`config.mk`:
```
export PLATFORM = sky130hd
export DESIGN_NAME = pcx_rle_scanline_decoder_core
export DESIGN_NICKNAME = d
export VERILOG_FILES = /design/src/rtl/core/pcx_rle_pkg.sv /design/src/rtl/core/pcx_rle_front.sv /design/src/rtl/core/pcx_rle_cmd_fifo.sv /design/src/rtl/core/pcx_rle_back.sv /design/src/rtl/core/pcx_rle_scanline_decoder_core.sv
export VERILOG_INCLUDE_DIRS = /design/src /design/src/rtl/core
export SDC_FILE = /design/constraint.sdc
export NUM_CORES = 1
export LEC_CHECK = 0
export BUFFER_PORTS_ARGS = -buffer_cell sky130_fd_sc_hd__buf_2
export CAP_MARGIN = 5
export CORE_MARGIN = 5
export CORE_UTILIZATION = 60
export DETAILED_ROUTE_END_ITERATION = 12
export GPL_TIMING_DRIVEN = 0
export MAX_ROUTING_LAYER = met4
export PLACE_DENSITY = 0.8
export SYNTH_ARGS = -nofsm -noshare
export SYNTH_HDL_FRONTEND = slang
export SYNTH_HIERARCHICAL = 1
export SYNTH_SLANG_ARGS = --single-unit
export TNS_END_PERCENT = 5
```
`constraint.sdc`:
```
create_clock -name clk -period 4.18 [get_ports clk]
set_clock_uncertainty 0.15 [all_clocks]
set_input_delay 0.209 -clock clk [delete_from_list [all_inputs] [get_ports clk]]
set_output_delay 0.209 -clock clk [all_outputs]
set_load 0.03 [all_outputs]
```
`src/rtl/core/pcx_rle_scanline_decoder_core_assert.svh`:
```
// ----------------------------------------------------------------------------
// PCX RLE decoder assertion macros
// Shared concurrent assertion forms; expect clk and rst_n in scope.
// ----------------------------------------------------------------------------
`ifndef PCX_RLE_SCANLINE_DECODER_CORE_ASSERT_SVH
`define PCX_RLE_SCANLINE_DECODER_CORE_ASSERT_SVH

// Same-cycle implication.
`define PCX_ASSERT_NOW(label, ante, cons, msg) \
    label: assert property (@(posedge clk) disable iff (!rst_n) (ante) |-> (cons)) \
        else $error(msg);

// Next-cycle implication.
`define PCX_ASSERT_NEXT(label, ante, cons, msg) \
    label: assert property (@(posedge clk) disable iff (!rst_n) (ante) |=> (cons)) \
        else $error(msg);

`endif

```
`src/rtl/core/pcx_rle_pkg.sv`:
```
// ----------------------------------------------------------------------------
// PCX RLE decoder package
// Shared types and constants of the scanline decoder.
// ----------------------------------------------------------------------------
package pcx_rle_pkg;

    localparam logic [7:0] RUN_MARK   = 8'hC0;
    localparam logic [7:0] RUN_MASK   = 8'h3F;
    localparam int unsigned CMD_DEPTH = 2;
    localparam int unsigned CMD_PTR_W = (CMD_DEPTH > 1) ? $clog2(CMD_DEPTH) : 1;
    localparam int unsigned CMD_CNT_W = $clog2(CMD_DEPTH + 1);

    // configuration register indexes
    localparam logic [1:0] REG_BYTES_PER_LINE = 2'd0;
    localparam logic [1:0] REG_PLANE_BYTES    = 2'd1;
    localparam logic [1:0] REG_LINE_COUNT     = 2'd2;

    // one queued job: repeat value count times
    typedef struct packed {
        logic [7:0] value;
        logic [5:0] count;
    } cmd_t;

    typedef struct packed {
        logic [17:0] bytes_per_line;
        logic [15:0] plane_bytes;
        logic [15:0] line_count;
    } cfg_t;

    // queue status seen by both sides
    typedef struct packed {
        logic full;
        logic empty;
    } q_stat_t;

endpackage

```
`src/rtl/core/pcx_rle_front.sv`:
```
// ----------------------------------------------------------------------------
// PCX RLE front end
// Classifies input bytes into run headers, run values and literals.
// ----------------------------------------------------------------------------
module pcx_rle_front (
    input  logic                clk,
    input  logic                rst_n,
    input  logic                in_valid,
    output logic                in_ready,
    input  logic [7:0]          code_byte,
    input  pcx_rle_pkg::q_stat_t q_stat,
    output logic                push,
    output pcx_rle_pkg::cmd_t   push_cmd
);

    logic       awaiting_reg, awaiting_next;
    logic [5:0] pending_reg, pending_next;
    logic       take;

    assign in_ready = !q_stat.full;
    assign take     = in_valid && in_ready;

    always_comb
    begin
        awaiting_next  = awaiting_reg;
        pending_next   = pending_reg;
        push           = 1'b0;
        push_cmd.value = code_byte;
        push_cmd.count = 6'd1;
        if (take)
        begin
            if (awaiting_reg)
            begin
                awaiting_next  = 1'b0;
                pending_next   = 6'd0;
                push_cmd.count = pending_reg;
                push           = (pending_reg != 6'd0);   // empty run: nothing
            end
            else if ((code_byte & pcx_rle_pkg::RUN_MARK) == pcx_rle_pkg::RUN_MARK)
            begin
                awaiting_next = 1'b1;
                pending_next  = code_byte[5:0] & pcx_rle_pkg::RUN_MASK[5:0];
            end
            else
            begin
                push = 1'b1;
            end
        end
    end

    always_ff @(posedge clk or negedge rst_n)
    begin
        if (!rst_n)
        begin
            awaiting_reg <= 1'b0;
            pending_reg  <= 6'd0;
        end
        else
        begin
            awaiting_reg <= awaiting_next;
            pending_reg  <= pending_next;
        end
    end

endmodule

```
`src/rtl/core/pcx_rle_cmd_fifo.sv`:
```
// ----------------------------------------------------------------------------
// PCX RLE command queue
// Short register queue between the classifier and the expander.
// ----------------------------------------------------------------------------
module pcx_rle_cmd_fifo (
    input  logic                 clk,
    input  logic                 rst_n,
    input  logic                 push,
    input  pcx_rle_pkg::cmd_t    push_cmd,
    input  logic                 pop,
    output pcx_rle_pkg::cmd_t    head,
    output pcx_rle_pkg::q_stat_t stat
);

    localparam int unsigned PW = pcx_rle_pkg::CMD_PTR_W;
    localparam int unsigned CW = pcx_rle_pkg::CMD_CNT_W;
    localparam logic [PW-1:0] LAST_PTR = PW'(pcx_rle_pkg::CMD_DEPTH - 1);
    localparam logic [CW-1:0] DEPTH_C  = CW'(pcx_rle_pkg::CMD_DEPTH);

    pcx_rle_pkg::cmd_t mem_reg [pcx_rle_pkg::CMD_DEPTH];
    logic [PW-1:0] wr_ptr_reg, wr_ptr_next;
    logic [PW-1:0] rd_ptr_reg, rd_ptr_next;
    logic [CW-1:0] cnt_reg, cnt_next;
    logic          do_push, do_pop;

    assign stat.full  = (cnt_reg == DEPTH_C);
    assign stat.empty = (cnt_reg == '0);
    assign do_push    = push && !stat.full;
    assign do_pop     = pop && !stat.empty;
    assign head       = mem_reg[rd_ptr_reg];

    always_comb
    begin
        wr_ptr_next = wr_ptr_reg;
        rd_ptr_next = rd_ptr_reg;
        cnt_next    = cnt_reg;
        if (do_push)
            wr_ptr_next = (wr_ptr_reg == LAST_PTR) ? '0 : wr_ptr_reg + PW'(1);
        if (do_pop)
            rd_ptr_next = (rd_ptr_reg == LAST_PTR) ? '0 : rd_ptr_reg + PW'(1);
        if (do_push && !do_pop)
            cnt_next = cnt_reg + CW'(1);
        else if (do_pop && !do_push)
            cnt_next = cnt_reg - CW'(1);
    end

    always_ff @(posedge clk)
    begin
        if (do_push)
            mem_reg[wr_ptr_reg] <= push_cmd;
    end

    always_ff @(posedge clk or negedge rst_n)
    begin
        if (!rst_n)
        begin
            wr_ptr_reg <= '0;
            rd_ptr_reg <= '0;
            cnt_reg    <= '0;
        end
        else
        begin
            wr_ptr_reg <= wr_ptr_next;
            rd_ptr_reg <= rd_ptr_next;
            cnt_reg    <= cnt_next;
        end
    end

endmodule

```
`src/rtl/core/pcx_rle_back.sv`:
```
// ----------------------------------------------------------------------------
// PCX RLE back end
// Expands queued jobs into decoded bytes and tracks plane, column and line.
// ----------------------------------------------------------------------------
module pcx_rle_back (
    input  logic                 clk,
    input  logic                 rst_n,
    input  pcx_rle_pkg::cfg_t    cfg,
    input  pcx_rle_pkg::cmd_t    head,
    input  pcx_rle_pkg::q_stat_t q_stat,
    output logic                 pop,
    output logic                 out_valid,
    input  logic                 out_ready,
    output logic [7:0]           data_byte,
    output logic [1:0]           plane_index,
    output logic [15:0]          column_index,
    output logic [15:0]          line_index,
    output logic                 line_end,
    output logic                 image_end,
    output logic                 run_last
);

    `include "pcx_rle_scanline_decoder_core_assert.svh"

    logic        busy_reg, busy_next;
    logic [5:0]  left_reg, left_next;
    logic [17:0] line_pos_reg, line_pos_next;
    logic [15:0] column_reg, column_next;
    logic [1:0]  plane_reg, plane_next;
    logic [15:0] line_reg, line_next;
    logic        out_valid_reg, out_valid_next;
    logic [7:0]  data_reg;
    logic [1:0]  plane_out_reg;
    logic [15:0] column_out_reg, line_out_reg;
    logic        lend_reg, iend_reg, last_reg;

    logic [5:0]  sel_left;
    logic        fire, lend, iend, last;

    assign sel_left = busy_reg ? left_reg : head.count;
    assign fire     = !q_stat.empty && (!out_valid_reg || out_ready);
    assign lend     = ({1'b0, line_pos_reg} + 19'd1) >= {1'b0, cfg.bytes_per_line};
    assign iend     = lend && (({1'b0, line_reg} + 17'd1) >= {1'b0, cfg.line_count});
    // a run ends early at the line end; the rest of it is dropped
    assign last     = (sel_left == 6'd1) || lend;
    assign pop      = fire && last;

    always_comb
    begin
        busy_next      = busy_reg;
        left_next      = left_reg;
        line_pos_next  = line_pos_reg;
        column_next    = column_reg;
        plane_next     = plane_reg;
        line_next      = line_reg;
        out_valid_next = out_valid_reg && !out_ready;
        if (fire)
        begin
            out_valid_next = 1'b1;
            busy_next      = !last;
            left_next      = sel_left - 6'd1;
            if (lend)
            begin
                line_pos_next = '0;
                column_next   = '0;
                plane_next    = '0;
                line_next     = iend ? 16'd0 : line_reg + 16'd1;
            end
            else
            begin
                line_pos_next = line_pos_reg + 18'd1;
                if (({1'b0, column_reg} + 17'd1) >= {1'b0, cfg.plane_bytes})
                begin
                    column_next = '0;
                    if (plane_reg != 2'd3)
                        plane_next = plane_reg + 2'd1;
                end
                else
                begin
                    column_next = column_reg + 16'd1;
                end
            end
        end
    end

    always_ff @(posedge clk or negedge rst_n)
    begin
        if (!rst_n)
        begin
            busy_reg      <= 1'b0;
            left_reg      <= '0;
            line_pos_reg  <= '0;
            column_reg    <= '0;
            plane_reg     <= '0;
            line_reg      <= '0;
            out_valid_reg <= 1'b0;
        end
        else
        begin
            busy_reg      <= busy_next;
            left_reg      <= left_next;
            line_pos_reg  <= line_pos_next;
            column_reg    <= column_next;
            plane_reg     <= plane_next;
            line_reg      <= line_next;
            out_valid_reg <= out_valid_next;
        end
    end

    always_ff @(posedge clk)
    begin
        if (fire)
        begin
            data_reg       <= head.value;
            plane_out_reg  <= plane_reg;
            column_out_reg <= column_reg;
            line_out_reg   <= line_reg;
            lend_reg       <= lend;
            iend_reg       <= iend;
            last_reg       <= last;
        end
    end

    assign out_valid    = out_valid_reg;
    assign data_byte    = data_reg;
    assign plane_index  = plane_out_reg;
    assign column_index = column_out_reg;
    assign line_index   = line_out_reg;
    assign line_end     = lend_reg;
    assign image_end    = iend_reg;
    assign run_last     = last_reg;

    `PCX_ASSERT_NOW(a_no_empty_job, fire, sel_left != 6'd0, "expanding a zero-length job")
    `PCX_ASSERT_NOW(a_busy_has_job, busy_reg, !q_stat.empty, "run in flight without queued job")
    `PCX_ASSERT_NOW(a_iend_lend, out_valid_reg && iend_reg, lend_reg && last_reg,
        "image end without line end")
    `PCX_ASSERT_NEXT(a_line_restart, fire && lend,
        line_pos_reg == 18'd0 && column_reg == 16'd0 && plane_reg == 2'd0,
        "position not cleared after line end")

endmodule

```
`src/rtl/core/pcx_rle_scanline_decoder_core.sv`:
```
// ----------------------------------------------------------------------------
// PCX RLE scanline decoder core
// Decodes a PCX run-length byte stream into tagged scanline bytes.
//
//   channel  dir  width  accepted when
//   s_*      in   8      s_tvalid && s_tready    (compressed bytes)
//   m_*      out  48+2+1 m_tvalid && m_tready    (decoded bytes)
//   cfg_*    in   2+18   cfg_we                  (register writes)
//
// Flow: a literal byte passes from the classifier straight into the job queue,
//   then through the expander's output register; a run value yields one decoded
//   byte per cycle unless m_tready stalls, up to 63. A run header yields nothing.
// Stalls: the two-entry job queue lets the input keep flowing while the
//   expander waits on m_tready; s_tready drops only when the queue is full.
// Reset: rst_n clears all control state at once; config registers come up at 1.
// ----------------------------------------------------------------------------
module pcx_rle_scanline_decoder_core (
    input  logic        clk,
    input  logic        rst_n,
    // compressed input
    input  logic        s_tvalid,
    output logic        s_tready,
    input  logic [7:0]  s_tdata,     // [7:0] code_byte
    // decoded output
    output logic        m_tvalid,
    input  logic        m_tready,
    output logic [47:0] m_tdata,     // [7:0] data_byte, [9:8] plane_index,
                                     // [25:10] column_index, [41:26] line_index,
                                     // [47:42] zero
    output logic [1:0]  m_tuser,     // [0] line_end, [1] image_end
    output logic        m_tlast,     // run_last
    // configuration writes
    input  logic        cfg_we,
    input  logic [1:0]  cfg_index,
    input  logic [17:0] cfg_data
);

    pcx_rle_pkg::cfg_t    cfg_reg;
    pcx_rle_pkg::q_stat_t q_stat;
    pcx_rle_pkg::cmd_t    push_cmd, head;
    logic                 push, pop;

    logic [7:0]  data_byte;
    logic [1:0]  plane_index;
    logic [15:0] column_index, line_index;
    logic        line_end, image_end, run_last;

    // register file; the user must write only while the block is idle (unchecked here)
    always_ff @(posedge clk or negedge rst_n)
    begin
        if (!rst_n)
        begin
            cfg_reg.bytes_per_line <= 18'd1;
            cfg_reg.plane_bytes    <= 16'd1;
            cfg_reg.line_count     <= 16'd1;
        end
        else if (cfg_we)
        begin
            unique case (cfg_index)
                pcx_rle_pkg::REG_BYTES_PER_LINE: cfg_reg.bytes_per_line <= cfg_data;
                pcx_rle_pkg::REG_PLANE_BYTES:    cfg_reg.plane_bytes    <= cfg_data[15:0];
                pcx_rle_pkg::REG_LINE_COUNT:     cfg_reg.line_count     <= cfg_data[15:0];
                default: ;   // unmapped index: write is dropped
            endcase
        end
    end

    // classifier: headers are held here, values and literals become jobs
    pcx_rle_front u_front (
        .clk       (clk),
        .rst_n     (rst_n),
        .in_valid  (s_tvalid),
        .in_ready  (s_tready),
        .code_byte (s_tdata),
        .q_stat    (q_stat),
        .push      (push),
        .push_cmd  (push_cmd)
    );

    pcx_rle_cmd_fifo u_queue (
        .clk      (clk),
        .rst_n    (rst_n),
        .push     (push),
        .push_cmd (push_cmd),
        .pop      (pop),
        .head     (head),
        .stat     (q_stat)
    );

    // expander: one decoded byte per transfer, output register inside
    pcx_rle_back u_back (
        .clk          (clk),
        .rst_n        (rst_n),
        .cfg          (cfg_reg),
        .head         (head),
        .q_stat       (q_stat),
        .pop          (pop),
        .out_valid    (m_tvalid),
        .out_ready    (m_tready),
        .data_byte    (data_byte),
        .plane_index  (plane_index),
        .column_index (column_index),
        .line_index   (line_index),
        .line_end     (line_end),
        .image_end    (image_end),
        .run_last     (run_last)
    );

    assign m_tdata = {6'd0, line_index, column_index, plane_index, data_byte};
    assign m_tuser = {image_end, line_end};
    assign m_tlast = run_last;

endmodule
```
-- Word level (Yosys, flattened, before mapping)
Memories as Yosys holds them, arrays and structs flattened.
Index checks and enable logic that the tools add are counted.
- bits of input ports: 33
- word-level logic and storage cells: 99
- RAM bits: 28
- memories kept: 1
- output and inout bits: 53
- flip-flop bits (word level): 166
- memory list (memory ; words ; bits a word ; rd ports ; clocked after Yosys merged registers in ; write ports ; line ; source):
    u_queue.mem_reg ; 2 ; 14 ; 1 ; 0 ; 1 ; pcx_rle_cmd_fifo.sv:20 ; pcx_rle_pkg::cmd_t mem_reg [pcx_rle_pkg::CMD_DEPTH];
- eq/ne operators: 6
- mux-type cells: 24
- $add $sub $neg: 12
- reduce and logical (&&, ||, !) cells: 31
- magnitude comparators: 3
- operator list (cell ; number):
    two-way mux 16 bit ; 3
    adder 16 x 1 -> 17 bit (second input constant) ; 2
    greater-or-equal comparator 17 x 16 -> 1 bit ; 2
    adder 16 x 1 -> 16 bit (second input constant) ; 2
    two-way mux 6 bit ; 5
    adder 18 x 1 -> 19 bit (second input constant) ; 1
    greater-or-equal comparator 19 x 18 -> 1 bit ; 1
    adder 18 x 1 -> 18 bit (second input constant) ; 1
    two-way mux 18 bit ; 1
    two-way mux 1 bit ; 10
    two-way mux 2 bit ; 5
    AND reduction 2 bit ; 5
    logical AND 1 bit ; 9
    nonzero test 2 bit ; 4
    logical NOT 1 bit ; 7
    == test 2 bit (second input constant) ; 3
    == test 6 x 1 -> 1 bit (second input constant) ; 1
    nonzero test 6 bit ; 1
    subtractor 6 x 1 -> 6 bit (second input constant) ; 1
    adder 2 x 1 -> 2 bit (second input constant) ; 2
    logical NOT 2 bit ; 2
    AND reduction 3 bit ; 1
    adder 1 bit (second input constant) ; 2
    == test 2 x 1 -> 1 bit (second input constant) ; 1
    3 further kinds ; 4

-- Logic depth before layout (Yosys ltp)
- depth in word-level cells: 9
- depth in mapped cells: 20
- depth with buffers taken out: 19

-- By module
The synthesis kept the hierarchy.
- modules (own cells, without submodules) (module ; cells an instance ; times used ; area each (sq um) ; sequential area each (sq um)):
    pcx_rle_back ; 622 ; 1 ; 6237.2 ; 2852.7
    pcx_rle_scanline_decoder_core ; 116 ; 1 ; 1953.1 ; 1255.0
    pcx_rle_cmd_fifo ; 63 ; 1 ; 1260.0 ; 940.9
    pcx_rle_front ; 53 ; 1 ; 466.7 ; 175.2

-- Least setup slack after synthesis
OpenSTA, ideal clock, no wires.
- path type: flip-flop to flip-flop
- start point: register u_back.line_pos_reg[0]
- end point: register u_queue.cnt_reg[1]
- data arrival time: 3.253 ns
- path buffers: 1
- required time: 3.905 ns
- cell stages (with the launch flop): 21
- path slack: 0.651 ns
- cell sequence: dfrtp_1 -> ha_1 -> nand3_1 -> nor2_2 -> nand2_1 -> nor2_1 -> and3_1 -> xor2_1 -> ha_1 -> o21ai_0 -> nor2_1 -> o21bai_1 -> o211ai_2 -> nor2_1 -> buf_2 -> a21oi_1 -> o21ai_1 -> ha_1 -> xor2_1 -> nor2_1 -> xor2_1
- longest elaborated chain between the ends: 8
- elaborated cells on any way between the ends: 10
- those cells by class: 1 x add/sub; 1 x order compare; 1 x mux; 7 x reduce/logical
- ends and longest elaborated chain (element ; line ; source):
    start, declared ; pcx_rle_back.sv:27 ; logic [17:0] line_pos_reg, line_pos_next;
    start signal, assigned ; pcx_rle_back.sv:102 ; line_pos_reg <= line_pos_next;
    adder 18 x 1 -> 19 bit (*) ; pcx_rle_back.sv:42 ; assign lend = ({1'b0, line_pos_reg} + 19'd1) >= {1'b0, cfg.bytes_per_line};
    greater-or-equal comparator 19 x 18 -> 1 bit (*) ; pcx_rle_back.sv:42 ;
    logical OR 1 bit (*) ; pcx_rle_back.sv:45 ; assign last = (sel_left == 6'd1) || lend;
    logical AND 1 bit (*) ; pcx_rle_back.sv:46 ; assign pop = fire && last;
    via pop ; pcx_rle_scanline_decoder_core.sv:41 ; logic push, pop;
    logical AND 1 bit (*) ; pcx_rle_cmd_fifo.sv:29 ; assign do_pop = pop && !stat.empty;
    logical NOT 1 bit ; pcx_rle_cmd_fifo.sv:41 ; if (do_push && !do_pop)
    logical AND 1 bit ; pcx_rle_cmd_fifo.sv:41 ;
    two-way mux 2 bit or nonzero test 2 bit (tied branches) ; -- ;
    end signal, assigned ; pcx_rle_cmd_fifo.sv:65 ; cnt_reg <= cnt_next;
    end, declared ; pcx_rle_cmd_fifo.sv:23 ; logic [CW-1:0] cnt_reg, cnt_next;
Mark *: on every way through the listed nets, which the timed path passes. The rest lies on a longest branch.
A chain may end at the register's enable or synchronous reset.

-- Final worst setup path
Ends and elaborated chain as after synthesis.

==> metrics <==
result of the run=finished, final reports clean; All-Layer GR Usage=23.4%; classification of the worst-slack hold path=input port to flip-flop; CTS Buf Count=17; total detailed-routing wirelength=21.1 mm; clock-pin slew reported for the worst setup and hold paths after clock tree synthesis=70 ps; most area-hungry cell type in the Yosys netlist=sky130_fd_sc_hd__dfrtp_1; cell count after synthesis=854; area share of the leading cell type in the synthesized netlist=29.8%; sum of overflow across all layers after global routing=0; area of the multi-input gates=4200 sq um; number of primary I/O pins=86; total area of sequential cells=5230 sq um; DIE HEIGHT=139 um; antenna viol nets, final=0; Yosys cell types=71; max-cap violation count=0; worst-skew pair later-pin latency=440 ps; maximum number of pins on one net before global-route repair=70; met1 track utilization from global routing=28.7%; final-stage net count=1081; share of async-settable or async-resettable flops after synthesis=62.4%; share of layout cells above drive strength 1=24.2%; number of fillers in the final layout=1175; period utilisation layout=95.6%; Post-Synthesis Mean Instance Area=11.6 sq um; H-Tree Level Count=4; grt met2 use=39.0%; final core area utilization=70.5%; max-slew violation count=0; worst path arrival time=4220 ps; aggregate negative setup slack=0 ps; total power density per cell area=565 nW/um^2; diodes inserted=0; standard cell core area=16400 sq um; primary flip-flop cell chosen by synthesis mapping=sky130_fd_sc_hd__dfrtp_1; DRC viols=0; die area=19200 sq um; Seq/Total Area, Yosys=52.7%; post-synthesis sequential element count=194; count of input and output buffers=79; clock tree from TritonCTS=done; headroom to the max-slew limit=19.1%; Post-synth EDFFs=73; Max rail drop VDD=405 uV; Final GP Congestion=0.850; area added between synthesis and finish=16.6%; first-pass GRT wire length=35.2 mm; Final HPWL DP=14.8 mm; average detailed-routed wire length per instance=17.3 um; type of the worst setup path=flip-flop to flip-flop; dpl cells=1160; final std cells w/o fill=1224; DR vias=6991; vias in the first global route=7081; reg-to-reg setup timing slack=180 ps; standard-cell row count=47; critical path peak fanout=10; vias per std cell=5.71; Crit. End Element=flip-flop; DIE WIDTH=139 um; Area contributors post-synth=sky130_fd_sc_hd__dfrtp_1, sky130_fd_sc_hd__edfxtp_1, sky130_fd_sc_hd__ha_1; number of warnings issued by yosys=6; Max Root-Sink Buffers=2; Num Clock Sinks=194; initial drt markers=583; Finished Cell Area=11600 sq um; Fmax achieved=250 MHz; antenna violations before repair=0; actual transition at the worst max-transition pin=1210 ps; met3 GRT Util=4.66%; number of iterations in the first detailed-routing pass=5; Largest register FFs=50; initial cell density of the core=60.4%; Leak=5.31 nW; count of endpoints failing setup in the final report=0; synthesized area=9920 sq um; CTS Root Buffer Type=sky130_fd_sc_hd__clkbuf_16; min cycle time layout=4000 ps; final hold violation count=0; type of element launching the critical path=flip-flop; total placed instance area=10700 sq um; Req. time, crit path=4400 ps; most heavily used metal layer in global routing=met2
-- cells in the final DEF, fill, tap and decap left out, drive strengths merged, types with 9 or more instances in the layout --
cell type / n
buf: 117
nor2: 36
clkbuf: 32
xnor2: 30
nand4: 13
a21oi: 26
and3: 12
mux2: 66
dfrtp: 118
a21o: 14
nand2b: 9
nor3: 10
nand3: 37
a22o: 20
o21ai: 48
xor2: 21
inv: 65
dlygate4sd3: 28
edfxtp: 73
nand2: 73
ha: 57
-- cells by family (layout without fill, tap and decap cells) --
kind of cell             after synthesis  count (layout)  share of synthesized area [%]
AND/OR/NAND/NOR                      227             227                           11.9
adder cells (fa/ha/maj)               57              57                           7.19
buffers and inverters                104             249                           5.36
flip-flops                           194             194                           52.7
AO/OA/AOI/OAI                        150             150                           10.1
multiplexers                          70              70                           8.24
XOR/XNOR                              51              51                           4.50
other                                  1               6                         0.0378
-- path summary, 6_finish.rpt --
| check | cells after the start | startpoint | to |
|---|---|---|---|
| max reg2reg | 18 | u_back/line_pos_reg[0] | u_queue/cnt_reg[1] |
| max | 18 | u_back/line_pos_reg[0] | u_queue/cnt_reg[1] |
| min in group asynchronous | 2 | rst_n | cfg_reg[48] |
| max in group asynchronous | 3 | rst_n | u_back/left_reg[5] |
| min reg2reg | 0 | u_back/line_reg[7] | u_back/line_index[7] |
| min | 4 | s_tvalid | u_front/pending_reg[0] |
-- report_power, final --
| part | total, mW | internal [mW] | switching [mW] |
|---|---|---|---|
| Clock | 1.56 | 0.803 | 0.757 |
| Sequential | 2.82 | 2.52 | 0.300 |
| Combinational | 2.16 | 0.827 | 1.33 |
-- metrics by stage --
stage / worst slack (ps) / hold slack (ps) / total power [mW]
after floorplan: 651 / -237 / 4.33
after global placement: 114 / 273 / 4.84
after detailed placement: 65.0 / 48.7 / 4.95
after CTS: 37.6 / 92.3 / 6.56
after global routing: -16.6 / 114 / 6.92
final: 182 / 94.5 / 6.54
-- per-layer routing --
metal  part of all wire [%]  wire length, um  vias to the layer above
met5                      0                0                        -
met4                    2.8              594                        0
met3                    4.4              926                       52
met2                     51            10800                      218
met1                     42             8810                     3391
li1                       -                -                     3330
-- Yosys cell counts (6+ instances only) --
library cell and n:
sky130_fd_sc_hd__dfrtp_1 118, sky130_fd_sc_hd__edfxtp_1 73, sky130_fd_sc_hd__nand2_1 71, sky130_fd_sc_hd__inv_1 59, sky130_fd_sc_hd__ha_1 57, sky130_fd_sc_hd__mux2_2 57
sky130_fd_sc_hd__nand3_1 36, sky130_fd_sc_hd__nor2_1 34, sky130_fd_sc_hd__xnor2_1 30, sky130_fd_sc_hd__a21oi_1 26, sky130_fd_sc_hd__o21ai_0 25, sky130_fd_sc_hd__o21ai_1 22
sky130_fd_sc_hd__xor2_1 21, sky130_fd_sc_hd__a22o_1 20, sky130_fd_sc_hd__buf_4 17, sky130_fd_sc_hd__a21o_1 14, sky130_fd_sc_hd__and3_1 12, sky130_fd_sc_hd__clkbuf_1 12
sky130_fd_sc_hd__nand4_1 12, sky130_fd_sc_hd__mux2_4 9, sky130_fd_sc_hd__nand2b_1 9, sky130_fd_sc_hd__nor3_1 9, sky130_fd_sc_hd__buf_2 7, sky130_fd_sc_hd__buf_6 7
sky130_fd_sc_hd__a211oi_1 6, sky130_fd_sc_hd__nor2b_1 6, sky130_fd_sc_hd__o21bai_1 6, sky130_fd_sc_hd__o22ai_1 6
-- worst max-delay path: stages, from the launching register on --
cell	delay [ps]
sky130_fd_sc_hd__dfrtp_2	400
sky130_fd_sc_hd__ha_2	240
sky130_fd_sc_hd__nand3_1	160
sky130_fd_sc_hd__nor2_4	170
sky130_fd_sc_hd__nand2_1	170
sky130_fd_sc_hd__nor2_2	200
sky130_fd_sc_hd__and3_1	230
sky130_fd_sc_hd__xor2_1	100
sky130_fd_sc_hd__ha_1	300
sky130_fd_sc_hd__nand4_1	100
sky130_fd_sc_hd__nor2_1	190
sky130_fd_sc_hd__o31a_1	280
sky130_fd_sc_hd__nor2_2	80
sky130_fd_sc_hd__buf_4	190
sky130_fd_sc_hd__a21oi_1	200
sky130_fd_sc_hd__o21ai_2	110
sky130_fd_sc_hd__ha_1	350
sky130_fd_sc_hd__nor2_1	150
sky130_fd_sc_hd__xor2_1	150
-- repair_timing --
action	in CTS	in global routing
cloned	0	0
buffers inserted	0	4
pin swaps	0	1
hold buffers	28	0
hold endpoints to repair	125	0
endpoints found under the setup margin	1	15
gates resized for setup	1	8
-- layout make-up --
cell class / count / area share [%]
plain buffers: 44 / 2.68
inverters: 60 / 1.95
multi-input cells: 561 / 36.4
flip-flops and latches: 194 / 45.2
repair buffers: 113 / 6.57
well taps: 220 / 2.38
clock inverters: 12 / 1.02
clock buffers: 20 / 3.86
Note: power is estimated with default switching activity, not from simulation.
